File: config.mk
export PLATFORM = sky130hd
export DESIGN_NAME = pcm_frame_to_mono16
export DESIGN_NICKNAME = d
export VERILOG_FILES = /design/src/design/pmono_pkg.sv /design/src/design/pmono_queue.sv /design/src/design/pmono_front.sv /design/src/design/pmono_back.sv /design/src/design/pcm_frame_to_mono16.sv
export VERILOG_INCLUDE_DIRS = /design/src /design/src/design
export SDC_FILE = /design/constraint.sdc
export NUM_CORES = 1
export LEC_CHECK = 0
export BUFFER_PORTS_ARGS = -buffer_cell sky130_fd_sc_hd__clkbuf_2
export CAP_MARGIN = 5
export CORE_MARGIN = 2
export CORE_UTILIZATION = 25
export DETAILED_ROUTE_END_ITERATION = 10
export SYNTH_ARGS = -nofsm -noshare
export SYNTH_HDL_FRONTEND = slang
export SYNTH_SLANG_ARGS = --single-unit
File: constraint.sdc
create_clock -name clk -period 7.5 [get_ports clk]
set_input_delay 0.375 -clock clk [delete_from_list [all_inputs] [get_ports clk]]
set_output_delay 0.375 -clock clk [all_outputs]
set_load 0.005 [all_outputs]
File: src/design/assert_macros.svh
// ----------------------------------------------------------------------------
// assert_macros.svh
// shared assertion macros, clocked on clk and disabled while arst_n is low
// ----------------------------------------------------------------------------
`ifndef ASSERT_MACROS_SVH
`define ASSERT_MACROS_SVH

// property must hold at every rising clock edge out of reset
`define PM_ASSERT(label, prop, msg) \
	label: assert property (@(posedge clk) disable iff (!arst_n) prop) \
	else $error(msg);

// expression must never be true
`define PM_ASSERT_NEVER(label, expr, msg) \
	`PM_ASSERT(label, !(expr), msg)

`endif

File: src/design/pmono_pkg.sv
// ----------------------------------------------------------------------------
// pmono_pkg
// types and constants shared by the pcm frame to mono16 mixer
// ----------------------------------------------------------------------------
package pmono_pkg;

	localparam int BYTE_W       = 8;
	localparam int BITS_W       = 6;
	localparam int CHAN_W       = 4;
	localparam int PAD_W        = 4;
	localparam int CFG_IDX_W    = 2;
	localparam int CFG_DATA_W   = 6;
	localparam int SAMPLE_W     = 32;
	localparam int TOTAL_W      = 35;
	localparam int SCALED_W     = 51;
	localparam int MONO_W       = 16;
	localparam int MAX_CHANNELS = 8;
	localparam int QUEUE_DEPTH  = 2;

	// quotient bits per cycle in the divider and its step count
	localparam int DIV_RADIX_BITS = 4;
	localparam int DIV_W          = 52;
	localparam int DIV_STEPS      = DIV_W / DIV_RADIX_BITS;

	localparam logic [CFG_IDX_W-1:0] REG_BITS_PER_SAMPLE = 2'd0;
	localparam logic [CFG_IDX_W-1:0] REG_CHANNEL_COUNT   = 2'd1;
	localparam logic [CFG_IDX_W-1:0] REG_PAD_BYTES       = 2'd2;

	typedef struct packed {
		logic [BITS_W-1:0] bits_per_sample;
		logic [CHAN_W-1:0] channel_count;
		logic [PAD_W-1:0]  pad_bytes;
	} cfg_t;

	// one finished frame, or a stream end inside a frame
	typedef struct packed {
		logic signed [TOTAL_W-1:0] total;
		logic [BITS_W-1:0]         bits;
		logic [CHAN_W-1:0]         chans;
		logic                      truncated;
	} job_t;

endpackage

File: src/design/pmono_queue.sv
// ----------------------------------------------------------------------------
// pmono_queue
// short job queue between the byte parser and the mixing back end
// ----------------------------------------------------------------------------
`include "assert_macros.svh"

module pmono_queue (
	input  logic            clk,
	input  logic            arst_n,
	input  logic            push,
	input  pmono_pkg::job_t push_job,
	output logic            full,
	input  logic            pop,
	output pmono_pkg::job_t pop_job,
	output logic            empty
);
	import pmono_pkg::*;

	localparam int PTR_W = (QUEUE_DEPTH > 1) ? $clog2(QUEUE_DEPTH) : 1;
	localparam int CNT_W = $clog2(QUEUE_DEPTH + 1);
	localparam logic [PTR_W-1:0] PTR_LAST = PTR_W'(QUEUE_DEPTH - 1);
	localparam logic [CNT_W-1:0] CNT_FULL = CNT_W'(QUEUE_DEPTH);

	job_t             mem_q [QUEUE_DEPTH];
	logic [PTR_W-1:0] wr_ptr_q;
	logic [PTR_W-1:0] rd_ptr_q;
	logic [CNT_W-1:0] count_q;

	assign full    = (count_q == CNT_FULL);
	assign empty   = (count_q == '0);
	assign pop_job = mem_q[rd_ptr_q];

	always_ff @(posedge clk) begin
		if (push) begin
			mem_q[wr_ptr_q] <= push_job;
		end
	end

	always_ff @(posedge clk or negedge arst_n) begin
		if (!arst_n) begin
			wr_ptr_q <= '0;
			rd_ptr_q <= '0;
			count_q  <= '0;
		end else begin
			if (push) begin
				wr_ptr_q <= (wr_ptr_q == PTR_LAST) ? '0 : wr_ptr_q + 1'b1;
			end
			if (pop) begin
				rd_ptr_q <= (rd_ptr_q == PTR_LAST) ? '0 : rd_ptr_q + 1'b1;
			end
			if (push && !pop) begin
				count_q <= count_q + 1'b1;
			end else if (pop && !push) begin
				count_q <= count_q - 1'b1;
			end
		end
	end

	`PM_ASSERT_NEVER(a_push_full, push && full, "job pushed into a full queue")
	`PM_ASSERT_NEVER(a_pop_empty, pop && empty, "job popped from an empty queue")

endmodule

File: src/design/pmono_front.sv
// ----------------------------------------------------------------------------
// pmono_front
// byte parser: drops pad bytes, gathers and decodes channel samples and
// sums them into a frame total that is handed to the queue
// ----------------------------------------------------------------------------
module pmono_front (
	input  logic                         clk,
	input  logic                         arst_n,
	input  pmono_pkg::cfg_t              cfg,
	input  logic                         byte_valid,
	output logic                         byte_ready,
	input  logic [pmono_pkg::BYTE_W-1:0] byte_data,
	input  logic                         byte_end,
	input  logic                         queue_full,
	output logic                         push,
	output pmono_pkg::job_t              push_job
);
	import pmono_pkg::*;

	logic [PAD_W-1:0]           pad_q;
	logic [1:0]                 bpos_q;
	logic [2:0]                 chan_q;
	logic [SAMPLE_W-1:0]        gath_q;
	logic signed [TOTAL_W-1:0]  total_q;

	logic [BITS_W-1:0]          eff_bits;
	logic [CHAN_W-1:0]          eff_chans;
	logic [BITS_W-1:0]          bits_plus;
	logic [2:0]                 nbytes;
	logic [2:0]                 got;
	logic [2:0]                 chan_next;
	logic [SAMPLE_W-1:0]        gath_new;
	logic signed [SAMPLE_W-1:0] aligned;
	logic signed [SAMPLE_W-1:0] sample;
	logic signed [TOTAL_W-1:0]  total_new;
	logic                       accept;
	logic                       mid;
	logic                       pad_step;
	logic                       sample_done;
	logic                       frame_done;

	always_comb begin
		if (cfg.bits_per_sample == '0) begin
			eff_bits = BITS_W'(1);
		end else if (cfg.bits_per_sample > BITS_W'(SAMPLE_W)) begin
			eff_bits = BITS_W'(SAMPLE_W);
		end else begin
			eff_bits = cfg.bits_per_sample;
		end
		if (cfg.channel_count == '0) begin
			eff_chans = CHAN_W'(1);
		end else if (cfg.channel_count > CHAN_W'(MAX_CHANNELS)) begin
			eff_chans = CHAN_W'(MAX_CHANNELS);
		end else begin
			eff_chans = cfg.channel_count;
		end
	end

	assign bits_plus = eff_bits + BITS_W'(7);
	assign nbytes    = bits_plus[5:3];
	assign got       = {1'b0, bpos_q} + 3'd1;
	assign chan_next = chan_q + 3'd1;

	// left-align the gathered bytes so the sample sits in the top bits
	always_comb begin
		gath_new = gath_q | (SAMPLE_W'(byte_data) << {bpos_q, 3'b000});
		aligned  = gath_new << {~bpos_q, 3'b000};
		if (eff_bits <= BITS_W'(8)) begin
			aligned[SAMPLE_W-1] = ~aligned[SAMPLE_W-1];
		end
		sample    = aligned >>> 5'(BITS_W'(SAMPLE_W) - eff_bits);
		total_new = total_q + {{(TOTAL_W-SAMPLE_W){sample[SAMPLE_W-1]}}, sample};
	end

	assign byte_ready  = !queue_full;
	assign accept      = byte_valid && byte_ready;
	assign mid         = (pad_q != '0) || (bpos_q != '0) || (chan_q != '0);
	assign pad_step    = (bpos_q == '0) && (pad_q < cfg.pad_bytes);
	assign sample_done = !pad_step && (got >= nbytes);
	assign frame_done  = sample_done &&
		((chan_next == '0) || ({1'b0, chan_next} >= eff_chans));

	always_comb begin
		push_job.total     = byte_end ? '0 : total_new;
		push_job.bits      = eff_bits;
		push_job.chans     = eff_chans;
		push_job.truncated = byte_end;
		push = accept && (byte_end ? mid : frame_done);
	end

	always_ff @(posedge clk or negedge arst_n) begin
		if (!arst_n) begin
			pad_q   <= '0;
			bpos_q  <= '0;
			chan_q  <= '0;
			gath_q  <= '0;
			total_q <= '0;
		end else if (accept) begin
			if (byte_end) begin
				pad_q   <= '0;
				bpos_q  <= '0;
				chan_q  <= '0;
				gath_q  <= '0;
				total_q <= '0;
			end else if (pad_step) begin
				pad_q <= pad_q + 1'b1;
			end else if (!sample_done) begin
				gath_q <= gath_new;
				bpos_q <= got[1:0];
			end else begin
				pad_q  <= '0;
				bpos_q <= '0;
				gath_q <= '0;
				if (frame_done) begin
					chan_q  <= '0;
					total_q <= '0;
				end else begin
					chan_q  <= chan_next;
					total_q <= total_new;
				end
			end
		end
	end

endmodule

File: src/design/pmono_back.sv
// ----------------------------------------------------------------------------
// pmono_back
// mixing back end: scales a frame total to 16 bits, divides it by the
// channel count four quotient bits a cycle and holds the result for output
// ----------------------------------------------------------------------------
`include "assert_macros.svh"

module pmono_back (
	input  logic                                clk,
	input  logic                                arst_n,
	input  logic                                job_empty,
	output logic                                pop,
	input  pmono_pkg::job_t                     job,
	output logic                                out_valid,
	input  logic                                out_ready,
	output logic signed [pmono_pkg::MONO_W-1:0] out_sample,
	output logic                                out_truncated
);
	import pmono_pkg::*;

	localparam int STEP_W = $clog2(DIV_STEPS);
	localparam logic [STEP_W-1:0] STEP_LAST = STEP_W'(DIV_STEPS - 1);

	typedef enum logic [4:0] {
		ST_IDLE  = 5'b00001,
		ST_SCALE = 5'b00010,
		ST_ABS   = 5'b00100,
		ST_DIV   = 5'b01000,
		ST_FIN   = 5'b10000
	} back_state_t;

	back_state_t                state_q;
	job_t                       job_q;
	logic signed [SCALED_W-1:0] scaled_q;
	logic                       neg_q;
	logic [DIV_W-1:0]           work_q;
	logic [2:0]                 rem_q;
	logic [STEP_W-1:0]          step_q;
	logic                       out_valid_q;
	logic signed [MONO_W-1:0]   out_sample_q;
	logic                       out_trunc_q;

	logic signed [SCALED_W-1:0] total_ext;
	logic signed [SCALED_W-1:0] scaled_d;
	logic [SCALED_W-1:0]        mag;
	logic [DIV_W-1:0]           work_d;
	logic [2:0]                 rem_d;
	logic [3:0]                 trial;
	logic [MONO_W-1:0]          quot;
	logic                       out_free;

	assign pop      = (state_q == ST_IDLE) && !job_empty;
	assign out_free = !out_valid_q || out_ready;

	always_comb begin
		total_ext = {{(SCALED_W-TOTAL_W){job_q.total[TOTAL_W-1]}}, job_q.total};
		if (job_q.bits < BITS_W'(MONO_W)) begin
			scaled_d = total_ext <<< 5'(BITS_W'(MONO_W) - job_q.bits);
		end else begin
			scaled_d = total_ext >>> 5'(job_q.bits - BITS_W'(MONO_W));
		end
		mag = scaled_q[SCALED_W-1] ? (~scaled_q + 1'b1) : scaled_q;
	end

	// restoring division, remainder stays below the channel count
	always_comb begin
		work_d = work_q;
		rem_d  = rem_q;
		trial  = '0;
		for (int i = 0; i < DIV_RADIX_BITS; i++) begin
			trial  = {rem_d, work_d[DIV_W-1]};
			work_d = {work_d[DIV_W-2:0], 1'b0};
			if (trial >= job_q.chans) begin
				rem_d     = 3'(trial - job_q.chans);
				work_d[0] = 1'b1;
			end else begin
				rem_d = trial[2:0];
			end
		end
	end

	assign quot = neg_q ? (~work_q[MONO_W-1:0] + 1'b1) : work_q[MONO_W-1:0];

	always_ff @(posedge clk) begin
		case (state_q)
			ST_IDLE: begin
				if (pop) begin
					job_q <= job;
				end
			end
			ST_SCALE: begin
				scaled_q <= scaled_d;
			end
			ST_ABS: begin
				neg_q  <= scaled_q[SCALED_W-1];
				work_q <= {1'b0, mag};
				rem_q  <= '0;
			end
			ST_DIV: begin
				work_q <= work_d;
				rem_q  <= rem_d;
			end
			ST_FIN: begin
				if (out_free) begin
					out_sample_q <= job_q.truncated ? '0 : quot;
					out_trunc_q  <= job_q.truncated;
				end
			end
			default: begin
			end
		endcase
	end

	always_ff @(posedge clk or negedge arst_n) begin
		if (!arst_n) begin
			state_q     <= ST_IDLE;
			step_q      <= '0;
			out_valid_q <= 1'b0;
		end else begin
			if ((state_q == ST_FIN) && out_free) begin
				out_valid_q <= 1'b1;
			end else if (out_valid_q && out_ready) begin
				out_valid_q <= 1'b0;
			end
			case (state_q)
				ST_IDLE: begin
					if (pop) begin
						state_q <= job.truncated ? ST_FIN : ST_SCALE;
					end
				end
				ST_SCALE: begin
					state_q <= ST_ABS;
				end
				ST_ABS: begin
					step_q  <= '0;
					state_q <= ST_DIV;
				end
				ST_DIV: begin
					step_q <= step_q + 1'b1;
					if (step_q == STEP_LAST) begin
						state_q <= ST_FIN;
					end
				end
				ST_FIN: begin
					if (out_free) begin
						state_q <= ST_IDLE;
					end
				end
				default: begin
					state_q <= ST_IDLE;
				end
			endcase
		end
	end

	assign out_valid     = out_valid_q;
	assign out_sample    = out_sample_q;
	assign out_truncated = out_trunc_q;

	`PM_ASSERT(a_div_runs, (state_q == ST_DIV) && (step_q != STEP_LAST) |=> state_q == ST_DIV, "divider left early")
	`PM_ASSERT(a_fin_holds, (state_q == ST_FIN) && out_valid_q && !out_ready |=> state_q == ST_FIN, "result overwritten while stalled")
	`PM_ASSERT(a_trunc_zero, out_valid_q && out_trunc_q |-> out_sample_q == '0, "truncated result carries a sample")

endmodule

File: src/design/pcm_frame_to_mono16.sv
// ----------------------------------------------------------------------------
// pcm_frame_to_mono16
// mixes interleaved raw pcm bytes down to one signed 16-bit mono sample
// per frame
// ----------------------------------------------------------------------------
// usage:
//   s_* carries one raw data byte per transaction; s_tlast marks the end of
//   the stream and its byte is ignored. m_* carries one mixed sample per
//   completed frame; m_tuser is set, with a zero sample, when the stream
//   ended inside a frame. cfg_* writes bits_per_sample (0), channel_count (1)
//   and pad_bytes (2); the user must write them only while the block is idle,
//   as the block itself does not enforce this; cfg_ready is always high.
//   the byte parser takes one byte per cycle while the queue is not full.
//   each frame then passes through the mixer (load, scale, magnitude, 13
//   radix-16 divide steps, result); a truncated job skips to the result. a
//   two-entry queue between parser and mixer lets the parser run ahead.
//   when m_tready is low the result is held, the mixer waits, and s_tready
//   drops once the queue is full. reset clears the frame state and loads
//   16 bits, one channel and no padding.
// ----------------------------------------------------------------------------
module pcm_frame_to_mono16 (
	input  logic                                 clk,
	input  logic                                 arst_n,
	input  logic                                 s_tvalid,
	output logic                                 s_tready,
	input  logic [pmono_pkg::BYTE_W-1:0]         s_tdata,   // [7:0] byte_value
	input  logic                                 s_tlast,   // end_of_data
	output logic                                 m_tvalid,
	input  logic                                 m_tready,
	output logic signed [pmono_pkg::MONO_W-1:0]  m_tdata,   // [15:0] mono_sample
	output logic                                 m_tuser,   // [0] truncated
	input  logic                                 cfg_valid,
	output logic                                 cfg_ready,
	input  logic [pmono_pkg::CFG_IDX_W-1:0]      cfg_index,
	input  logic [pmono_pkg::CFG_DATA_W-1:0]     cfg_data
);
	import pmono_pkg::*;

	cfg_t cfg_q;
	logic push;
	job_t push_job;
	logic queue_full;
	logic queue_empty;
	logic pop;
	job_t pop_job;

	assign cfg_ready = 1'b1;

	always_ff @(posedge clk or negedge arst_n) begin
		if (!arst_n) begin
			cfg_q.bits_per_sample <= BITS_W'(16);
			cfg_q.channel_count   <= CHAN_W'(1);
			cfg_q.pad_bytes       <= '0;
		end else if (cfg_valid && cfg_ready) begin
			case (cfg_index)
				REG_BITS_PER_SAMPLE: cfg_q.bits_per_sample <= cfg_data;
				REG_CHANNEL_COUNT:   cfg_q.channel_count   <= cfg_data[CHAN_W-1:0];
				REG_PAD_BYTES:       cfg_q.pad_bytes       <= cfg_data[PAD_W-1:0];
				default: begin
				end
			endcase
		end
	end

	pmono_front u_front (
		.clk        (clk),
		.arst_n     (arst_n),
		.cfg        (cfg_q),
		.byte_valid (s_tvalid),
		.byte_ready (s_tready),
		.byte_data  (s_tdata),
		.byte_end   (s_tlast),
		.queue_full (queue_full),
		.push       (push),
		.push_job   (push_job)
	);

	pmono_queue u_queue (
		.clk      (clk),
		.arst_n   (arst_n),
		.push     (push),
		.push_job (push_job),
		.full     (queue_full),
		.pop      (pop),
		.pop_job  (pop_job),
		.empty    (queue_empty)
	);

	pmono_back u_back (
		.clk           (clk),
		.arst_n        (arst_n),
		.job_empty     (queue_empty),
		.pop           (pop),
		.job           (pop_job),
		.out_valid     (m_tvalid),
		.out_ready     (m_tready),
		.out_sample    (m_tdata),
		.out_truncated (m_tuser)
	);

endmodule

==> flow_metrics.tcl <==
set metrics [dict create \
    status "finished clean" \
    vias 17900 \
    insertion_delay_ns 0.60 \
    final_cells 3635 \
    yosysUniqueCellTypes 83 \
    path_clk_slew_ns 0.06 \
    area_delta_synth_final_pct 12.3 \
    place_area_um2 25500 \
    grt_max_degree 87 \
    synth_edf_count 262 \
    fillers 9885 \
    finalSetupTns_ns 0 \
    cts_tree "done" \
    relSlewSlack 0.244 \
    slew_violations 0 \
    syn_avg_cell_area_um2 10.1 \
    cp.required_ns 7.80 \
    synth_common_cells "edfxtp_1 (262), nand2_1 (260), nor2_1 (230)" \
    period_needed_ns 6.41 \
    clockBufferDepth 3 \
    numCtsBuffers 41 \
    grt_pass1_vias 17300 \
    critPathMaxStageDelay_ns 0.47 \
    ant_nets 0 \
    synthesis.area_um2 23900 \
    drive_above_1_share 0.144 \
    path_common_cell "a21o_1" \
    setup_violations 0 \
    num_rows 113 \
    drc_errors 0 \
    netlist_instances 2361 \
    synthArstFlopShare 0.284 \
    fmax_mhz 156 \
    die_area_um2 98200 \
    hold_violations 0 \
    dp_hpwl_mm 45.7 \
    diodes 0 \
    die_x_um 313 \
    cts.htree.levels 2 \
    cts.sinks 366 \
    drt_iter0_markers 1361 \
    io_buffers 40 \
    track_usage 0.124 \
    yosysSeqAreaShare 0.438 \
    grt_pass1_wl_mm 99.3 \
    critPathLaunchType "flop" \
    overflow 0 \
    synth_ff_type "edfxtp_1" \
    cap_violations 0 \
    ios 42 \
    synth_top_area_share 0.329 \
    final_nets 2437 \
    post-place-cells 3556 \
    worstMarginPinSlew_ns 1.12 \
    yosysTopAreaCell "edfxtp_1" \
    root_buffer "clkbuf_16" \
    first_pass_iters 5 \
    finalWirelength_mm 61.9 \
    skew_ns 0.0395 \
    arrival_ns 6.70 \
    post_cts_resized 0 \
    wl_per_cell_um 17.0 \
    rsz0062_at_grt "no" \
    antenna_found_initial 0 \
    crit_fanout 6 \
    critPathCaptureType "flop" \
    hp-class "in2reg" \
    yosysWarnings 0 \
    routabilityCongestion 0.914 \
    synth_nets 2461 \
    viasPerCell 4.93 \
    yosys-top-cells-area "edfxtp_1 (33%), dfrtp_1 (11%), mux2i_1 (5.2%)" \
    dieHeight_um 313 \
    worstSetupPathType "reg2reg" \
    start_util 0.252 \
    slowest_stage "fa_1" \
    post-route-period-util 0.854 \
    core-area_um2 94900 \
    synth.most_common_cell "edfxtp_1" \
    holdWs_ns 0.0713 \
    fin_area_um2 26900 \
    ys_ff_latch 366 \
]
-- state kept, by name (all words and copies together), names as in the netlist --
register and cells:
cfg_q 14, u_back.job_q 46, u_back.neg_q 1, u_back.out_sample 16, u_back.out_truncated 1, u_back.out_valid 1
u_back.rem_q 3, u_back.scaled_q 51, u_back.state_q 5, u_back.step_q 4, u_back.work_q 52, u_front.bpos_q 2
u_front.chan_q 3, u_front.gath_q 32, u_front.pad_q 4, u_front.total_q 35, u_queue.count_q 2, u_queue.mem_q 92
u_queue.rd_ptr_q 1, u_queue.wr_ptr_q 1
-- critical path: cells and delay by family, from the launching register on --
kind                       cells  cell delay (ns)
buffers and inverters          3             0.20
AOI/OAI and AO/OA             12             2.95
DFF                            1             0.43
adders and majority gates      5             1.55
muxes                          2             0.66
and+or+nand+nor                6             0.36
-- cells by family after synthesis --
family | synth area share
muxes | 0.149
AOI/OAI and AO/OA | 0.171
other | 0.000157
xor gates and xnor gates | 0.0403
adders and majority gates | 0.0424
DFF | 0.438
buffers and inverters | 0.0330
and+or+nand+nor | 0.126
-- worst paths after layout --
path	startpoint	to	slack (ns)	cells past startpoint
worst min register to register	u_front.total_q[2]	u_front.total_q[2]	0.49	2
min in group asynchronous	arst_n	u_front.total_q[4]	0.35	2
worst max register to register	u_back.job_q[1]	u_back.rem_q[1]	1.09	28
max in group asynchronous	arst_n	u_front.total_q[3]	5.80	3
worst min-delay path	s_tdata[3]	u_front.gath_q[19]	0.07	2
worst max-delay path	u_back.job_q[1]	u_back.rem_q[1]	1.09	28
-- per-stage QoR --
| step | util | setup slack (ns) |
|---|---|---|
| after global placement | 0.268 | 1.12 |
| after CTS | 0.283 | 1.01 |
| after detailed placement | 0.268 | 1.05 |
| after floorplan | - | 1.64 |
| final | 0.283 | 1.09 |
| after global routing | 0.283 | 0.427 |
-- what timing repair did --
action                     in CTS  in global routing
hold buffers                    3                  0
setup endpoints to repair       0                  0
hold endpoints to repair       39                  0
setup buffers                   0                  0
-- placed cells by master, fill, tap and decap left out, types with 8 or more instances in the layout --
master	instances
ha_1	73
clkbuf_1	10
nand2_1	260
nor2_1	230
or2_2	12
xor2_1	74
nand2b_1	22
a221oi_1	10
or4_1	9
xnor2_1	30
a21o_1	29
mux4_2	50
o21ai_0	221
clkbuf_2	39
mux2_2	105
o41ai_1	13
a22o_1	33
nor3_1	25
edfxtp_1	262
inv_1	52
buf_4	35
dfrtp_1	100
a31oi_1	9
and2_1	10
a211oi_1	21
nor2b_1	12
or3_1	12
clkbuf_16	42
o31ai_1	27
nand4_1	8
nand3_1	29
o211ai_1	26
a22oi_1	16
o21a_1	8
mux2i_1	125
a21oi_1	149
-- layout make-up --
| class | count | area [um^2] | area share |
|---|---|---|---|
| Multi-Input combinational cell | 1791 | 12700 | 0.474 |
| Inverter | 60 | 225 | 0.00838 |
| Sequential cell | 366 | 10500 | 0.390 |
| Tap cell | 1265 | 1580 | 0.0589 |
| Timing Repair Buffer | 77 | 488 | 0.0182 |
| Clock buffer | 55 | 1130 | 0.0421 |
| Clock inverter | 21 | 235 | 0.00876 |
-- routing by layer --
metal  track usage  wire, um  part of all wire  vias to the layer above
met1         0.175     29700              0.48                     8689
met3        0.0168      2380             0.038                       95
li1              -         -                 -                     8735
met4        0.0348      1450             0.023                        0
met5             0         0                 0                        -
met2         0.200     28400              0.46                      404
Power is left out: the tool's default activity adds up to more than one toggle a clock period on the data nets, which glitch-free logic cannot reach.
